[config.mk]
export PLATFORM = sky130hd
export DESIGN_NAME = modular_binomial_coefficient_unit_flat
export DESIGN_NICKNAME = d
export VERILOG_FILES = /design/src/sv/mbc_pkg.sv /design/src/sv/mbc_channels.sv /design/src/sv/modular_binomial_coefficient_unit.sv /design/src/sv/mbc_mulmod.sv /design/src/sv/mbc_datapath.sv /design/src/sv/mbc_ctrl.sv /design/src/flat_wrapper.sv
export SDC_FILE = /design/constraint.sdc
export NUM_CORES = 2
export LEC_CHECK = 0
export BUFFER_PORTS_ARGS = -buffer_cell sky130_fd_sc_hd__buf_2
export CAP_MARGIN = 0
export CORE_MARGIN = 1.5
export CORE_UTILIZATION = 30
export CTS_CLUSTER_SIZE = 40
export DETAILED_ROUTE_END_ITERATION = 8
export GPL_ROUTABILITY_DRIVEN = 0
export PLACE_DENSITY = 0.55
export SKIP_CTS_REPAIR_TIMING = 1
export SLEW_MARGIN = 20
export SYNTH_ARGS = -nofsm -noshare
export SYNTH_HDL_FRONTEND = slang
export SYNTH_SLANG_ARGS = --single-unit
[constraint.sdc]
create_clock -name i_clk -period 11.1 [get_ports i_clk]
set_input_delay 1.11 -clock i_clk [delete_from_list [all_inputs] [get_ports i_clk]]
set_output_delay 1.11 -clock i_clk [all_outputs]
set_load 0.02 [all_outputs]
[src/sv/mbc_pkg.sv]
// Shared constants, codes and control/status types of the modular binomial unit.
`timescale 1ns / 1ps

package mbc_pkg;

    // Field widths
    localparam int BASE_W  = 41;
    localparam int COUNT_W = 16;
    localparam int CNT_W   = COUNT_W - 1;   // magnitude of a non-negative count
    localparam int MOD_W   = 30;
    localparam int PROD_W  = 2 * MOD_W;     // full product of two residues
    localparam int RED_W   = MOD_W + 2;     // Barrett remainder, below 3p

    localparam longint MODULUS_INT = 64'd1000000007;
    localparam logic [MOD_W-1:0] MODULUS  = MOD_W'(MODULUS_INT);
    localparam logic [MOD_W-1:0] EXPONENT = MOD_W'(MODULUS_INT - 64'd2);

    // Barrett reciprocal: floor(2^(2k) / p), k = MOD_W
    localparam int MU_W = MOD_W + 1;
    localparam logic [MU_W-1:0] BARRETT_MU = MU_W'((64'd1 << PROD_W) / MODULUS_INT);

    typedef enum logic [3:0] {
        ST_IDLE,
        ST_CHECK,
        ST_SM_WAIT,
        ST_LOOP_NUM,
        ST_LOOP_DEN,
        ST_LOOP_WAIT,
        ST_EXP_ACC,
        ST_EXP_SQ,
        ST_EXP_WAIT,
        ST_FINAL,
        ST_FIN_WAIT,
        ST_PUSH
    } t_state;

    // Operand pairs presented to the shared multiplier
    typedef enum logic [2:0] {
        OP_RAW_BASE,
        OP_NUM_FAC,
        OP_DEN_CNT,
        OP_ACC_SQ,
        OP_SQ_SQ,
        OP_NUM_ACC
    } t_opsel;

    // Write-back targets
    typedef enum logic [2:0] {
        DST_FAC,
        DST_NUM,
        DST_DEN,
        DST_ACC,
        DST_RES
    } t_dst;

    typedef struct packed {
        logic   load_in;
        logic   set_zero;
        logic   set_one;
        logic   init_loop;
        logic   advance;
        logic   init_exp;
        logic   bit_inc;
        logic   issue;
        t_opsel opsel;
        t_dst   dst;
        logic   push;
    } t_cmd;

    typedef struct packed {
        logic negative;
        logic zero_count;
        logic busy;
        logic loop_done;
        logic exp_bit;
        logic exp_last;
        logic out_free;
    } t_status;

endpackage

[src/sv/mbc_channels.sv]
// Valid/ready channel interfaces for input items and results.
`timescale 1ns / 1ps

interface mbc_in_if;
    logic                                valid;
    logic                                ready;
    logic signed [mbc_pkg::BASE_W-1:0]   base_value;
    logic signed [mbc_pkg::COUNT_W-1:0]  term_count;

    modport source (output valid, output base_value, output term_count, input ready);
    modport sink   (input valid, input base_value, input term_count, output ready);
endinterface

interface mbc_out_if;
    logic                       valid;
    logic                       ready;
    logic [mbc_pkg::MOD_W-1:0]  coefficient;

    modport source (output valid, output coefficient, input ready);
    modport sink   (input valid, input coefficient, output ready);
endinterface

[src/sv/modular_binomial_coefficient_unit.sv]
// C(s+x, x) mod 1000000007 for signed base s and count x, one transaction at a time.
// Negative inputs and x = 0 skip the arithmetic; otherwise a setup step reduces s mod p,
// then x numerator/denominator steps and an exponentiation over 30 exponent bits follow.
// A new item waits until the last result is pushed, as all steps share the single mulmod pipeline.
// Reset: synchronous, active low; controller returns to idle, no result pending.
`timescale 1ns / 1ps

module modular_binomial_coefficient_unit (
    input  logic       i_clk,
    input  logic       i_rst_n,
    mbc_in_if.sink     i_item,
    mbc_out_if.source  o_result
);

    // Command and status buses between controller and datapath
    mbc_pkg::t_cmd    w_cmd;
    mbc_pkg::t_status w_status;

    // The controller owns the input handshake; a new transaction is taken only
    // in idle, while a finished result may still sit in the output register.
    mbc_ctrl u_ctrl (
        .i_clk      (i_clk),
        .i_rst_n    (i_rst_n),
        .i_in_valid (i_item.valid),
        .o_in_ready (i_item.ready),
        .i_status   (w_status),
        .o_cmd      (w_cmd)
    );

    // The datapath holds the operands, the loop counter, the exponent bit
    // index, the shared Barrett multiplier and the output register.
    mbc_datapath u_datapath (
        .i_clk          (i_clk),
        .i_rst_n        (i_rst_n),
        .i_cmd          (w_cmd),
        .o_status       (w_status),
        .i_base_value   (i_item.base_value),
        .i_term_count   (i_item.term_count),
        .o_out_valid    (o_result.valid),
        .i_out_ready    (o_result.ready),
        .o_coefficient  (o_result.coefficient)
    );

endmodule

[src/sv/mbc_mulmod.sv]
// Pipelined modular multiplier: product or raw value, Barrett-reduced mod p.
`timescale 1ns / 1ps

module mbc_mulmod (
    input  logic                          i_clk,
    input  logic                          i_rst_n,
    input  logic                          i_issue,
    input  logic                          i_use_raw,
    input  logic [mbc_pkg::MOD_W-1:0]     i_a,
    input  logic [mbc_pkg::MOD_W-1:0]     i_b,
    input  logic [mbc_pkg::PROD_W-1:0]    i_raw,
    input  mbc_pkg::t_dst                 i_dst,
    output logic                          o_valid,
    output mbc_pkg::t_dst                 o_dst,
    output logic [mbc_pkg::MOD_W-1:0]     o_value,
    output logic                          o_busy
);

    localparam int PW = mbc_pkg::PROD_W;
    localparam int MW = mbc_pkg::MU_W;
    localparam int RW = mbc_pkg::RED_W;
    localparam int Q2_W = PW + 2;
    localparam logic [RW-1:0] P1 = RW'(mbc_pkg::MODULUS);
    localparam logic [RW-1:0] P2 = P1 << 1;

    logic                 r_s1_v, r_s2_v, r_s3_v;
    mbc_pkg::t_dst        r_s1_dst, r_s2_dst, r_s3_dst;
    logic [PW-1:0]        r_s1_prod;
    logic [Q2_W-1:0]      r_s2_q2;
    logic [RW-1:0]        r_s2_lo, r_s3_lo, r_s3_qp;

    logic [PW-1:0]        n_s1_prod;
    logic [Q2_W-1:0]      n_s2_q2;
    logic [MW-1:0]        w_q3;
    logic [RW-1:0]        n_s3_qp;
    logic [RW-1:0]        w_r;

    always_comb begin
        n_s1_prod = i_use_raw ? i_raw : (PW'(i_a) * PW'(i_b));
        n_s2_q2   = Q2_W'(r_s1_prod[PW-1:mbc_pkg::MOD_W-1]) * Q2_W'(mbc_pkg::BARRETT_MU);
        w_q3      = r_s2_q2[Q2_W-1:mbc_pkg::MOD_W+1];
        n_s3_qp   = RW'(w_q3) * P1;   // only the low bits matter, remainder is below 3p
        w_r       = r_s3_lo - r_s3_qp;
    end

    always_ff @(posedge i_clk) begin
        if (!i_rst_n) begin
            r_s1_v <= 1'b0;
            r_s2_v <= 1'b0;
            r_s3_v <= 1'b0;
        end else begin
            r_s1_v <= i_issue;
            r_s2_v <= r_s1_v;
            r_s3_v <= r_s2_v;
        end
    end

    always_ff @(posedge i_clk) begin
        r_s1_prod <= n_s1_prod;
        r_s1_dst  <= i_dst;
        r_s2_q2   <= n_s2_q2;
        r_s2_lo   <= r_s1_prod[RW-1:0];
        r_s2_dst  <= r_s1_dst;
        r_s3_qp   <= n_s3_qp;
        r_s3_lo   <= r_s2_lo;
        r_s3_dst  <= r_s2_dst;
    end

    always_comb begin
        priority if (w_r >= P2) begin
            o_value = mbc_pkg::MOD_W'(w_r - P2);
        end else if (w_r >= P1) begin
            o_value = mbc_pkg::MOD_W'(w_r - P1);
        end else begin
            o_value = mbc_pkg::MOD_W'(w_r);
        end
    end

    assign o_valid = r_s3_v;
    assign o_dst   = r_s3_dst;
    assign o_busy  = r_s1_v | r_s2_v | r_s3_v;

endmodule

[src/sv/mbc_datapath.sv]
// Datapath: operand registers, loop counters, shared multiplier and result register.
`timescale 1ns / 1ps

module mbc_datapath (
    input  logic                               i_clk,
    input  logic                               i_rst_n,
    input  mbc_pkg::t_cmd                      i_cmd,
    output mbc_pkg::t_status                   o_status,
    input  logic signed [mbc_pkg::BASE_W-1:0]  i_base_value,
    input  logic signed [mbc_pkg::COUNT_W-1:0] i_term_count,
    output logic                               o_out_valid,
    input  logic                               i_out_ready,
    output logic [mbc_pkg::MOD_W-1:0]          o_coefficient
);

    localparam int MW = mbc_pkg::MOD_W;
    localparam int CW = mbc_pkg::CNT_W;
    localparam int BW = mbc_pkg::BASE_W;
    localparam int EB_W = $clog2(MW);

    logic [BW-1:0]               r_base;
    logic [mbc_pkg::COUNT_W-1:0] r_count;
    logic [MW-1:0]               r_fac, r_num, r_den, r_acc, r_res;
    logic [CW-1:0]               r_cnt;
    logic [EB_W-1:0]             r_bit;
    logic                        r_out_valid;
    logic [MW-1:0]               r_out_coef;

    logic [MW-1:0]               w_a, w_b, w_wb_value, w_fac_inc;
    logic [mbc_pkg::PROD_W-1:0]  w_raw;
    logic                        w_wb_valid, w_busy;
    mbc_pkg::t_dst               w_wb_dst;

    // operand selection
    always_comb begin
        w_raw = mbc_pkg::PROD_W'(r_base[BW-2:0]);
        unique case (i_cmd.opsel)
            mbc_pkg::OP_RAW_BASE: begin w_a = '0;    w_b = '0;         end
            mbc_pkg::OP_NUM_FAC:  begin w_a = r_num; w_b = r_fac;      end
            mbc_pkg::OP_DEN_CNT:  begin w_a = r_den; w_b = MW'(r_cnt); end
            mbc_pkg::OP_ACC_SQ:   begin w_a = r_acc; w_b = r_den;      end
            mbc_pkg::OP_SQ_SQ:    begin w_a = r_den; w_b = r_den;      end
            mbc_pkg::OP_NUM_ACC:  begin w_a = r_num; w_b = r_acc;      end
            default:              begin w_a = '0;    w_b = '0;         end
        endcase
    end

    mbc_mulmod u_mulmod (
        .i_clk     (i_clk),
        .i_rst_n   (i_rst_n),
        .i_issue   (i_cmd.issue),
        .i_use_raw (i_cmd.opsel == mbc_pkg::OP_RAW_BASE),
        .i_a       (w_a),
        .i_b       (w_b),
        .i_raw     (w_raw),
        .i_dst     (i_cmd.dst),
        .o_valid   (w_wb_valid),
        .o_dst     (w_wb_dst),
        .o_value   (w_wb_value),
        .o_busy    (w_busy)
    );

    // factor s+i, kept reduced by a wrap at p
    assign w_fac_inc = (r_fac == mbc_pkg::MODULUS - MW'(1)) ? '0 : r_fac + MW'(1);

    always_ff @(posedge i_clk) begin
        if (i_cmd.load_in) begin
            r_base  <= i_base_value;
            r_count <= i_term_count;
        end
        if (i_cmd.init_loop) begin
            r_num <= MW'(1);
            r_den <= MW'(1);
            r_cnt <= '0;
        end
        if (i_cmd.advance) begin
            r_fac <= w_fac_inc;
            r_cnt <= r_cnt + CW'(1);
        end
        if (i_cmd.init_exp) begin
            r_acc <= MW'(1);
            r_bit <= '0;
        end
        if (i_cmd.bit_inc) begin
            r_bit <= r_bit + EB_W'(1);
        end
        if (i_cmd.set_zero) begin
            r_res <= '0;
        end
        if (i_cmd.set_one) begin
            r_res <= MW'(1);
        end
        if (w_wb_valid) begin
            unique case (w_wb_dst)
                mbc_pkg::DST_FAC: r_fac <= w_wb_value;
                mbc_pkg::DST_NUM: r_num <= w_wb_value;
                mbc_pkg::DST_DEN: r_den <= w_wb_value;
                mbc_pkg::DST_ACC: r_acc <= w_wb_value;
                mbc_pkg::DST_RES: r_res <= w_wb_value;
                default:          r_res <= w_wb_value;
            endcase
        end
    end

    // output register
    always_ff @(posedge i_clk) begin
        if (!i_rst_n) begin
            r_out_valid <= 1'b0;
        end else if (i_cmd.push) begin
            r_out_valid <= 1'b1;
        end else if (i_out_ready) begin
            r_out_valid <= 1'b0;
        end
    end

    always_ff @(posedge i_clk) begin
        if (i_cmd.push) begin
            r_out_coef <= r_res;
        end
    end

    always_comb begin
        o_status.negative   = r_base[BW-1] | r_count[mbc_pkg::COUNT_W-1];
        o_status.zero_count = (r_count == '0);
        o_status.busy       = w_busy;
        o_status.loop_done  = (r_cnt == r_count[CW-1:0]);
        o_status.exp_bit    = mbc_pkg::EXPONENT[r_bit];
        o_status.exp_last   = (r_bit == EB_W'(MW - 1));
        o_status.out_free   = !r_out_valid || i_out_ready;
    end

    assign o_out_valid   = r_out_valid;
    assign o_coefficient = r_out_coef;

endmodule

[src/sv/mbc_ctrl.sv]
// Controller state machine sequencing the product loop, exponentiation and output.
`timescale 1ns / 1ps

module mbc_ctrl (
    input  logic              i_clk,
    input  logic              i_rst_n,
    input  logic              i_in_valid,
    output logic              o_in_ready,
    input  mbc_pkg::t_status  i_status,
    output mbc_pkg::t_cmd     o_cmd
);

    mbc_pkg::t_state r_state, n_state;

    always_ff @(posedge i_clk) begin
        if (!i_rst_n) begin
            r_state <= mbc_pkg::ST_IDLE;
        end else begin
            r_state <= n_state;
        end
    end

    // next state
    always_comb begin
        n_state = r_state;
        unique case (r_state)
            mbc_pkg::ST_IDLE: begin
                if (i_in_valid) n_state = mbc_pkg::ST_CHECK;
            end
            mbc_pkg::ST_CHECK: begin
                if (i_status.negative || i_status.zero_count) begin
                    n_state = mbc_pkg::ST_PUSH;
                end else begin
                    n_state = mbc_pkg::ST_SM_WAIT;
                end
            end
            mbc_pkg::ST_SM_WAIT: begin
                if (!i_status.busy) n_state = mbc_pkg::ST_LOOP_NUM;
            end
            mbc_pkg::ST_LOOP_NUM: n_state = mbc_pkg::ST_LOOP_DEN;
            mbc_pkg::ST_LOOP_DEN: n_state = mbc_pkg::ST_LOOP_WAIT;
            mbc_pkg::ST_LOOP_WAIT: begin
                if (!i_status.busy) begin
                    n_state = i_status.loop_done ? mbc_pkg::ST_EXP_ACC : mbc_pkg::ST_LOOP_NUM;
                end
            end
            mbc_pkg::ST_EXP_ACC: n_state = mbc_pkg::ST_EXP_SQ;
            mbc_pkg::ST_EXP_SQ:  n_state = mbc_pkg::ST_EXP_WAIT;
            mbc_pkg::ST_EXP_WAIT: begin
                if (!i_status.busy) begin
                    n_state = i_status.exp_last ? mbc_pkg::ST_FINAL : mbc_pkg::ST_EXP_ACC;
                end
            end
            mbc_pkg::ST_FINAL: n_state = mbc_pkg::ST_FIN_WAIT;
            mbc_pkg::ST_FIN_WAIT: begin
                if (!i_status.busy) n_state = mbc_pkg::ST_PUSH;
            end
            mbc_pkg::ST_PUSH: begin
                if (i_status.out_free) n_state = mbc_pkg::ST_IDLE;
            end
            default: n_state = mbc_pkg::ST_IDLE;
        endcase
    end

    // outputs
    always_comb begin
        o_in_ready      = 1'b0;
        o_cmd.load_in   = 1'b0;
        o_cmd.set_zero  = 1'b0;
        o_cmd.set_one   = 1'b0;
        o_cmd.init_loop = 1'b0;
        o_cmd.advance   = 1'b0;
        o_cmd.init_exp  = 1'b0;
        o_cmd.bit_inc   = 1'b0;
        o_cmd.issue     = 1'b0;
        o_cmd.opsel     = mbc_pkg::OP_RAW_BASE;
        o_cmd.dst       = mbc_pkg::DST_FAC;
        o_cmd.push      = 1'b0;
        unique case (r_state)
            mbc_pkg::ST_IDLE: begin
                o_in_ready    = 1'b1;
                o_cmd.load_in = i_in_valid;
            end
            mbc_pkg::ST_CHECK: begin
                priority if (i_status.negative) begin
                    o_cmd.set_zero = 1'b1;
                end else if (i_status.zero_count) begin
                    o_cmd.set_one = 1'b1;
                end else begin
                    // s mod p into the factor register, loop state to start
                    o_cmd.issue     = 1'b1;
                    o_cmd.opsel     = mbc_pkg::OP_RAW_BASE;
                    o_cmd.dst       = mbc_pkg::DST_FAC;
                    o_cmd.init_loop = 1'b1;
                end
            end
            mbc_pkg::ST_SM_WAIT: begin
                o_cmd.advance = !i_status.busy;
            end
            mbc_pkg::ST_LOOP_NUM: begin
                o_cmd.issue = 1'b1;
                o_cmd.opsel = mbc_pkg::OP_NUM_FAC;
                o_cmd.dst   = mbc_pkg::DST_NUM;
            end
            mbc_pkg::ST_LOOP_DEN: begin
                o_cmd.issue = 1'b1;
                o_cmd.opsel = mbc_pkg::OP_DEN_CNT;
                o_cmd.dst   = mbc_pkg::DST_DEN;
            end
            mbc_pkg::ST_LOOP_WAIT: begin
                o_cmd.advance  = !i_status.busy && !i_status.loop_done;
                o_cmd.init_exp = !i_status.busy && i_status.loop_done;
            end
            mbc_pkg::ST_EXP_ACC: begin
                o_cmd.issue = i_status.exp_bit;
                o_cmd.opsel = mbc_pkg::OP_ACC_SQ;
                o_cmd.dst   = mbc_pkg::DST_ACC;
            end
            mbc_pkg::ST_EXP_SQ: begin
                o_cmd.issue = 1'b1;
                o_cmd.opsel = mbc_pkg::OP_SQ_SQ;
                o_cmd.dst   = mbc_pkg::DST_DEN;
            end
            mbc_pkg::ST_EXP_WAIT: begin
                o_cmd.bit_inc = !i_status.busy && !i_status.exp_last;
            end
            mbc_pkg::ST_FINAL: begin
                o_cmd.issue = 1'b1;
                o_cmd.opsel = mbc_pkg::OP_NUM_ACC;
                o_cmd.dst   = mbc_pkg::DST_RES;
            end
            mbc_pkg::ST_FIN_WAIT: begin
            end
            mbc_pkg::ST_PUSH: begin
                o_cmd.push = i_status.out_free;
            end
            default: begin
            end
        endcase
    end

endmodule

[src/flat_wrapper.sv]
// flat-port wrapper written by rule: the top's interface ports become plain ports
module modular_binomial_coefficient_unit_flat 
  (i_clk, i_rst_n, i_item_valid, i_item_base_value, i_item_term_count, i_item_ready, o_result_valid, o_result_coefficient, o_result_ready);
  mbc_in_if i_item_i ();
  mbc_out_if o_result_i ();
  input  logic i_clk;
  input  logic i_rst_n;
  input wire logic [$bits(i_item_i.valid)-1:0] i_item_valid;
  input wire logic [$bits(i_item_i.base_value)-1:0] i_item_base_value;
  input wire logic [$bits(i_item_i.term_count)-1:0] i_item_term_count;
  output wire logic [$bits(i_item_i.ready)-1:0] i_item_ready;
  output wire logic [$bits(o_result_i.valid)-1:0] o_result_valid;
  output wire logic [$bits(o_result_i.coefficient)-1:0] o_result_coefficient;
  input wire logic [$bits(o_result_i.ready)-1:0] o_result_ready;
  assign i_item_i.valid = i_item_valid;
  assign i_item_i.base_value = i_item_base_value;
  assign i_item_i.term_count = i_item_term_count;
  assign i_item_ready = i_item_i.ready;
  assign o_result_valid = o_result_i.valid;
  assign o_result_coefficient = o_result_i.coefficient;
  assign o_result_i.ready = o_result_ready;
  modular_binomial_coefficient_unit u_core (.i_clk(i_clk), .i_rst_n(i_rst_n), .i_item(i_item_i), .o_result(o_result_i));
endmodule
== After elaboration in Yosys (flattened, before gate mapping) ==
Memory sizes are Yosys's and may differ from the RTL's. A register that Yosys moved wholly into a read port is not among the register bits.
Index checks and enable logic that the tools add are counted.
Widths: inputs -> output; s select.

* Mux-type cells: 54
* Reduce and logical (&&, ||, !) cells: 21
* $lt $le $gt $ge: 3
* Add/subtract/negate cells: 6
* Bitwise operators: 3
* Equal/unequal tests: 28
* $mul: 3

{| class="wikitable"
|+ Operator list
! cell !! number
|-
| $mux 30 || 19
|-
| $pmux 30 s4 || 1
|-
| $pmux 30 s3 || 1
|-
| $mul 30x30->60 || 1
|-
| $sub 30x30->30 const B || 2
|-
| $mul 31x28->59 const B || 1
|-
| $pmux 4 s12 || 1
|-
| $pmux 7 s6 || 1
|-
| $mux 40 || 1
|-
| $ge 32x30->1 const B || 1
|-
| $ge 32x31->1 const B || 1
|-
| $mul 31x30->32 const B || 1
|-
| $mux 4 || 8
|-
| $sub 32x32->32 || 1
|-
| $add 30x1->30 const B || 1
|-
| $eq 30x30->1 const B || 1
|-
| $mux 15 || 2
|-
| $eq 4x3->1 const B || 4
|-
| $eq 4x4->1 const B || 4
|-
| $logic_not 16->1 || 1
|-
| $add 15x1->15 const B || 1
|-
| $eq 15x15->1 || 1
|-
| $mux 5 || 3
|-
| $mux 7 || 2
|-
| 23 further kinds || 58
|}

* Bits of input ports: 61
* Bits in read-only memories: 32
* Memories kept: 1
* Word-level logic and storage cells: 143
* Output and inout port bits: 32
* Flip-flop bits (word level): 489

{| class="wikitable"
|+ Memory list
! name !! depth !! bits a word !! rd ports !! clocked after memory_dff !! wr ports !! RTL line !! source
|-
| (name not given) || 32 || 1 || 1 || 1 || 0 || mbc_datapath.sv:127 || <nowiki>o_status.exp_bit = mbc_pkg::EXPONENT[r_bit];</nowiki>
|}

== Longest topological paths before layout ==
* Word-level depth: 9
* Gate-level depth with buffers: 41
* Mapped depth without buffers: 36

== Cells and area by module ==
Synthesis repeated with hierarchy kept, for this count alone.

* Cell total of the unflattened synthesis: 7311
* Area, all modules: 69958.3 um^2

{| class="wikitable"
|+ Modules (own cells, without submodules)
! module !! instances !! area each (um^2) !! seq. area each (um^2) !! cells an instance
|-
| mbc_mulmod || 1 || 57715.4 || 3983.8 || 6105
|-
| mbc_datapath || 1 || 11700.0 || 6256.0 || 1130
|-
| mbc_ctrl || 1 || 543.0 || 80.1 || 76
|}

== Worst setup path after synthesis ==
OpenSTA, ideal clock, no wires.

* Kind: flip-flop to flip-flop
* From: register u_core.u_ctrl.r_state[1]
* To: register u_core.u_datapath.u_mulmod.r_s1_prod[55]
* Clock period less this slack: 9.694 ns
* Arrival time: 9.579 ns
* Data required time: 10.984 ns
* Path buffers: 4
* Stages on the path, launching flop included: 35
* Setup slack: 1.406 ns
* Setup time: 0.116 ns
* Cell sequence: dfxtp_1 -> clkbuf_1 -> nand2_1 -> nor3_1 -> clkbuf_1 -> buf_1 -> nand2_1 -> nand4_1 -> clkbuf_1 -> nand2_1 -> fa_1 -> inv_1 -> fa_1 -> inv_1 -> fa_1 -> fa_1 -> fa_1 -> inv_1 -> fa_1 -> fa_1 -> inv_1 -> fa_1 -> inv_1 -> ha_1 -> a21o_1 -> a21o_1 -> a21o_1 -> a2111oi_0 -> o21ai_0 -> a2111oi_0 -> o21ai_0 -> a21oi_1 -> o21ai_0 -> or2_2 -> and3_1

* Word-level cells in the longest chain between the ends: 6
* Elaborated cells between the ends (all ways): 19
* Classes of those cells: mul: 1; eq/ne: 11; mux: 3; reduce/logical: 4

{| class="wikitable"
|+ RTL lines
! item !! RTL line !! source
|-
| start: declaration || mbc_ctrl.sv:13 || <nowiki>mbc_pkg::t_state r_state, n_state;</nowiki>
|-
| start signal: assignment || mbc_ctrl.sv:17 || <nowiki>r_state <= mbc_pkg::ST_IDLE;</nowiki>
|-
| start signal: assignment || mbc_ctrl.sv:19 || <nowiki>r_state <= n_state;</nowiki>
|-
| $eq 4x4->1 (tied with other cells) || mbc_ctrl.sv:79 || <nowiki>unique case (r_state)</nowiki>
|-
| $pmux 7 s6 (*) || mbc_ctrl.sv:79 ||
|-
| $eq 3x3->1 (tied with other cells) || mbc_datapath.sv:37 || <nowiki>unique case (i_cmd.opsel)</nowiki>
|-
| $reduce_or 2->1 (no source line) || n/a ||
|-
| $pmux 30 s4 or $pmux 30 s3 (tied branches) || mbc_datapath.sv:37 ||
|-
| $mul 30x30->60 || mbc_mulmod.sv:39 || <nowiki>n_s1_prod = i_use_raw ? i_raw : (PW'(i_a) * PW'(i_b));</nowiki>
|-
| end signal: assignment || mbc_mulmod.sv:59 || <nowiki>r_s1_prod <= n_s1_prod;</nowiki>
|-
| end: declaration || mbc_mulmod.sv:28 || <nowiki>logic [PW-1:0] r_s1_prod;</nowiki>
|}

Mark *: on every way between the ends. The rest lies on a longest branch, timed or not.
A chain may end at the register's enable or synchronous reset.

== Worst setup path after layout ==
* From: register u_core.u_ctrl.r_state[0]
* To: register u_core.u_datapath.u_mulmod.r_s1_prod[55]

Same word-level chain as after synthesis.

==> flow_summary.yaml <==
routing:
  top_layer_used: "met5"
  wl_met2_mm: 92.6
  antenna_left: 0
  met3_length_mm: 18.7
  dr.pass1.iters: 8
  viasPerCell: 4.90
  num_vias: 50100
  first_iter_violations: 4497
  wire_per_inst_um: 20.9
  wirelength_mm: 213
  drc: 0
  met1_length_mm: 90.4
logic_synthesis:
  synth_edf_count: 107
  synth_seq_cells: 462
  synth_top_cell_by_area: "fa_1"
  synth.top_cell.area_share_pct: 36.5
  yosys_warnings: 0
  netlist_top_cells_area: "fa_1 37%, ha_1 15%, dfxtp_1 11%"
  yosysSeqAreaShare_pct: 15.4
  mappedNetlistArea_um2: 67100
  postSynth.asyncResetShare_pct: 0
  synth_area_per_cell_um2: 9.35
  syn_nets: 9269
  ys_types: 97
  syn-instance-count: 7182
  synth_ff_type: "dfxtp_1"
run_status:
  status: "finished clean"
die:
  start_util_pct: 30.2
  io_pins: 93
  die_w_um: 476
  die_h_um: 476
  coreArea_um2: 222000
  rows: 173
  die_area_um2: 227000
sta:
  tightest_slew_ns: 1.25
  setup_viol: 0
  relSlewSlack_pct: 16.4
  fin_crit_sh_pct: 95.8
  finalMaxSlewViolations: 0
  finalCriticalPeriod_ns: 10.63
  rsz0062_at_grt: "false"
  hold_viol: 0
  fin_skew_ns: 0.0381
  finalSetupTns_ns: 0
  layout_setup_ws_ns: 0.466
  max_freq_ghz: 0.0940
placement:
  dp_hpwl_mm: 177
  portBuffers: 92
  place_area_um2: 71200
  place_ws_ns: 0.701
cts:
  cts_tree: "yes"
  cts.sinks: 462
  clock_latency_ns: 0.68
  clk_path_buf_depth: 3
  cts_buffers: 49
  htreeDepth: 2
  cts.clk_slew.worst_paths_ns: 0.06
  cts_root_buffer: "clkbuf_16"
grt:
  globalRouteOverflowTotal: 0
  grt_pass1_vias: 53100
  grt_use_total_pct: 19.2
  grt_max_degree: 56
  grt_pass1_wl_mm: 329
  antenna_found_initial: 15
final_layout:
  n_fill_cell: 22900
  utilization_pct: 32.9
  area_growth_pct: 8.94
  mostFrequentLayoutCells: "1551 x inv_1, 1224 x fa_1, 802 x ha_1, 781 x nand2_1, 653 x nor2_1"
  multi_input_area_um2: 50000
  layout_commonest_cell: "inv_1"
  seqCellArea_um2: 10300
  nNetsFinal: 9264
  layout-drive-gt1-share_pct: 5.10
  design_area_um2: 73100
critical_path:
  critPathLaunchType: "flop"
  crit_path_frequent_cell: "fa_1"
  crit_slowest_cell: "dfxtp_1"
  worst_path_largest_cell_delay_ns: 0.74
  cp.arrival_ns: 11.18
  crit_type: "flop to flop"
  cp-end-kind: "flop"
  critical_path_required_ns: 11.64
  cp_max_fo: 21
worst_hold_path:
  hp-class: "flop to flop"
flow_run:
  drv_cap: 0
==> layer usage <==
layer / vias to the layer above / GRT usage [%]
met5: - / 0.0640
met2: 2083 / 29.6
met3: 466 / 4.35
met1: 25200 / 25.7
li1: 22300 / -
met4: 6 / 8.16
==> flip-flops by register name, summed over array words and instances, names as in the netlist, 4 cells and up <==
signal / count
u_core.u_datapath.r_acc: 30
u_core.u_datapath.u_mulmod.r_s3_qp: 32
u_core.u_datapath.u_mulmod.r_s1_prod: 60
u_core.u_datapath.r_den: 30
u_core.u_datapath.r_bit: 5
u_core.u_datapath.r_cnt: 15
u_core.u_datapath.u_mulmod.r_s2_lo: 32
u_core.u_datapath.o_coefficient: 30
u_core.u_datapath.r_base: 41
u_core.u_datapath.u_mulmod.r_s2_q2: 31
u_core.u_datapath.r_res: 30
u_core.u_datapath.u_mulmod.r_s3_lo: 32
u_core.u_datapath.r_count: 16
u_core.u_datapath.r_fac: 30
u_core.u_ctrl.r_state: 4
u_core.u_datapath.r_num: 30
==> layout make-up <==
type	instances	share of cell area (%)
multi-input combinational	4901	68.4
sequential	462	14.1
inverter	1550	7.96
tap	2975	5.09
clock buffer	66	1.98
timing repair buffer	213	1.87
clock inverter	25	0.518
antenna	18	0.0616
==> critical path, delay by kind of cell (launching register included) <==
family / cells / cell delay (ns)
AND/OR/NAND/NOR: 7 / 2.08
flip-flops: 1 / 0.74
AO/OA/AOI/OAI: 9 / 2.24
adder cells (fa/ha/maj): 9 / 4.50
buffers and inverters: 8 / 0.94
==> synth_stat cells (32+ instances only) <==
cell      count
ha_1        802
a22o_1       61
inv_1      1550
nand3_1      88
xor2_1       94
and2_1       66
fa_1       1224
and3_1       32
edfxtp_1    107
a21oi_1     182
nand2_1     781
clkbuf_1    236
a21o_1       74
nand4_1      41
nor3_1       51
a22oi_1      48
xnor2_1     135
dfxtp_1     355
o21ai_0     155
nor2_1      657
==> stage by stage <==
step                      std cells  hold WS, ns
final                         10200        0.310
after global routing          10200        0.331
after CTS                     10200        0.309
after detailed placement      10100        0.312
after global placement        10100        0.310
after floorplan                7182        0.310
==> worst paths after layout <==
path / slack, ns / cells after the start / endpoint / startpoint
worst max-delay path: 0.47 / 33 / u_core.u_datapath.u_mulmod.r_s1_prod[55] / u_core.u_ctrl.r_state[0]
worst min-delay path: 0.31 / 0 / u_core.u_datapath.u_mulmod.r_s2_lo[25] / u_core.u_datapath.u_mulmod.r_s1_prod[25]
worst max register to register: 0.47 / 33 / u_core.u_datapath.u_mulmod.r_s1_prod[55] / u_core.u_ctrl.r_state[0]
worst min register to register: 0.31 / 0 / u_core.u_datapath.u_mulmod.r_s2_lo[25] / u_core.u_datapath.u_mulmod.r_s1_prod[25]
==> logic make-up after synthesis <==
logic type | count (synthesis) | share of synthesized area, %
adder cells (fa/ha/maj) | 2026 | 51.5
AO/OA/AOI/OAI | 777 | 7.76
AND/OR/NAND/NOR | 1845 | 11.8
buffers and inverters | 1819 | 10.2
XOR/XNOR | 233 | 3.08
flip-flops | 462 | 15.4
multiplexers | 20 | 0.306
Power is not shown: default switching activity piles up to over one toggle a cycle in this logic, so the estimate is an artifact.
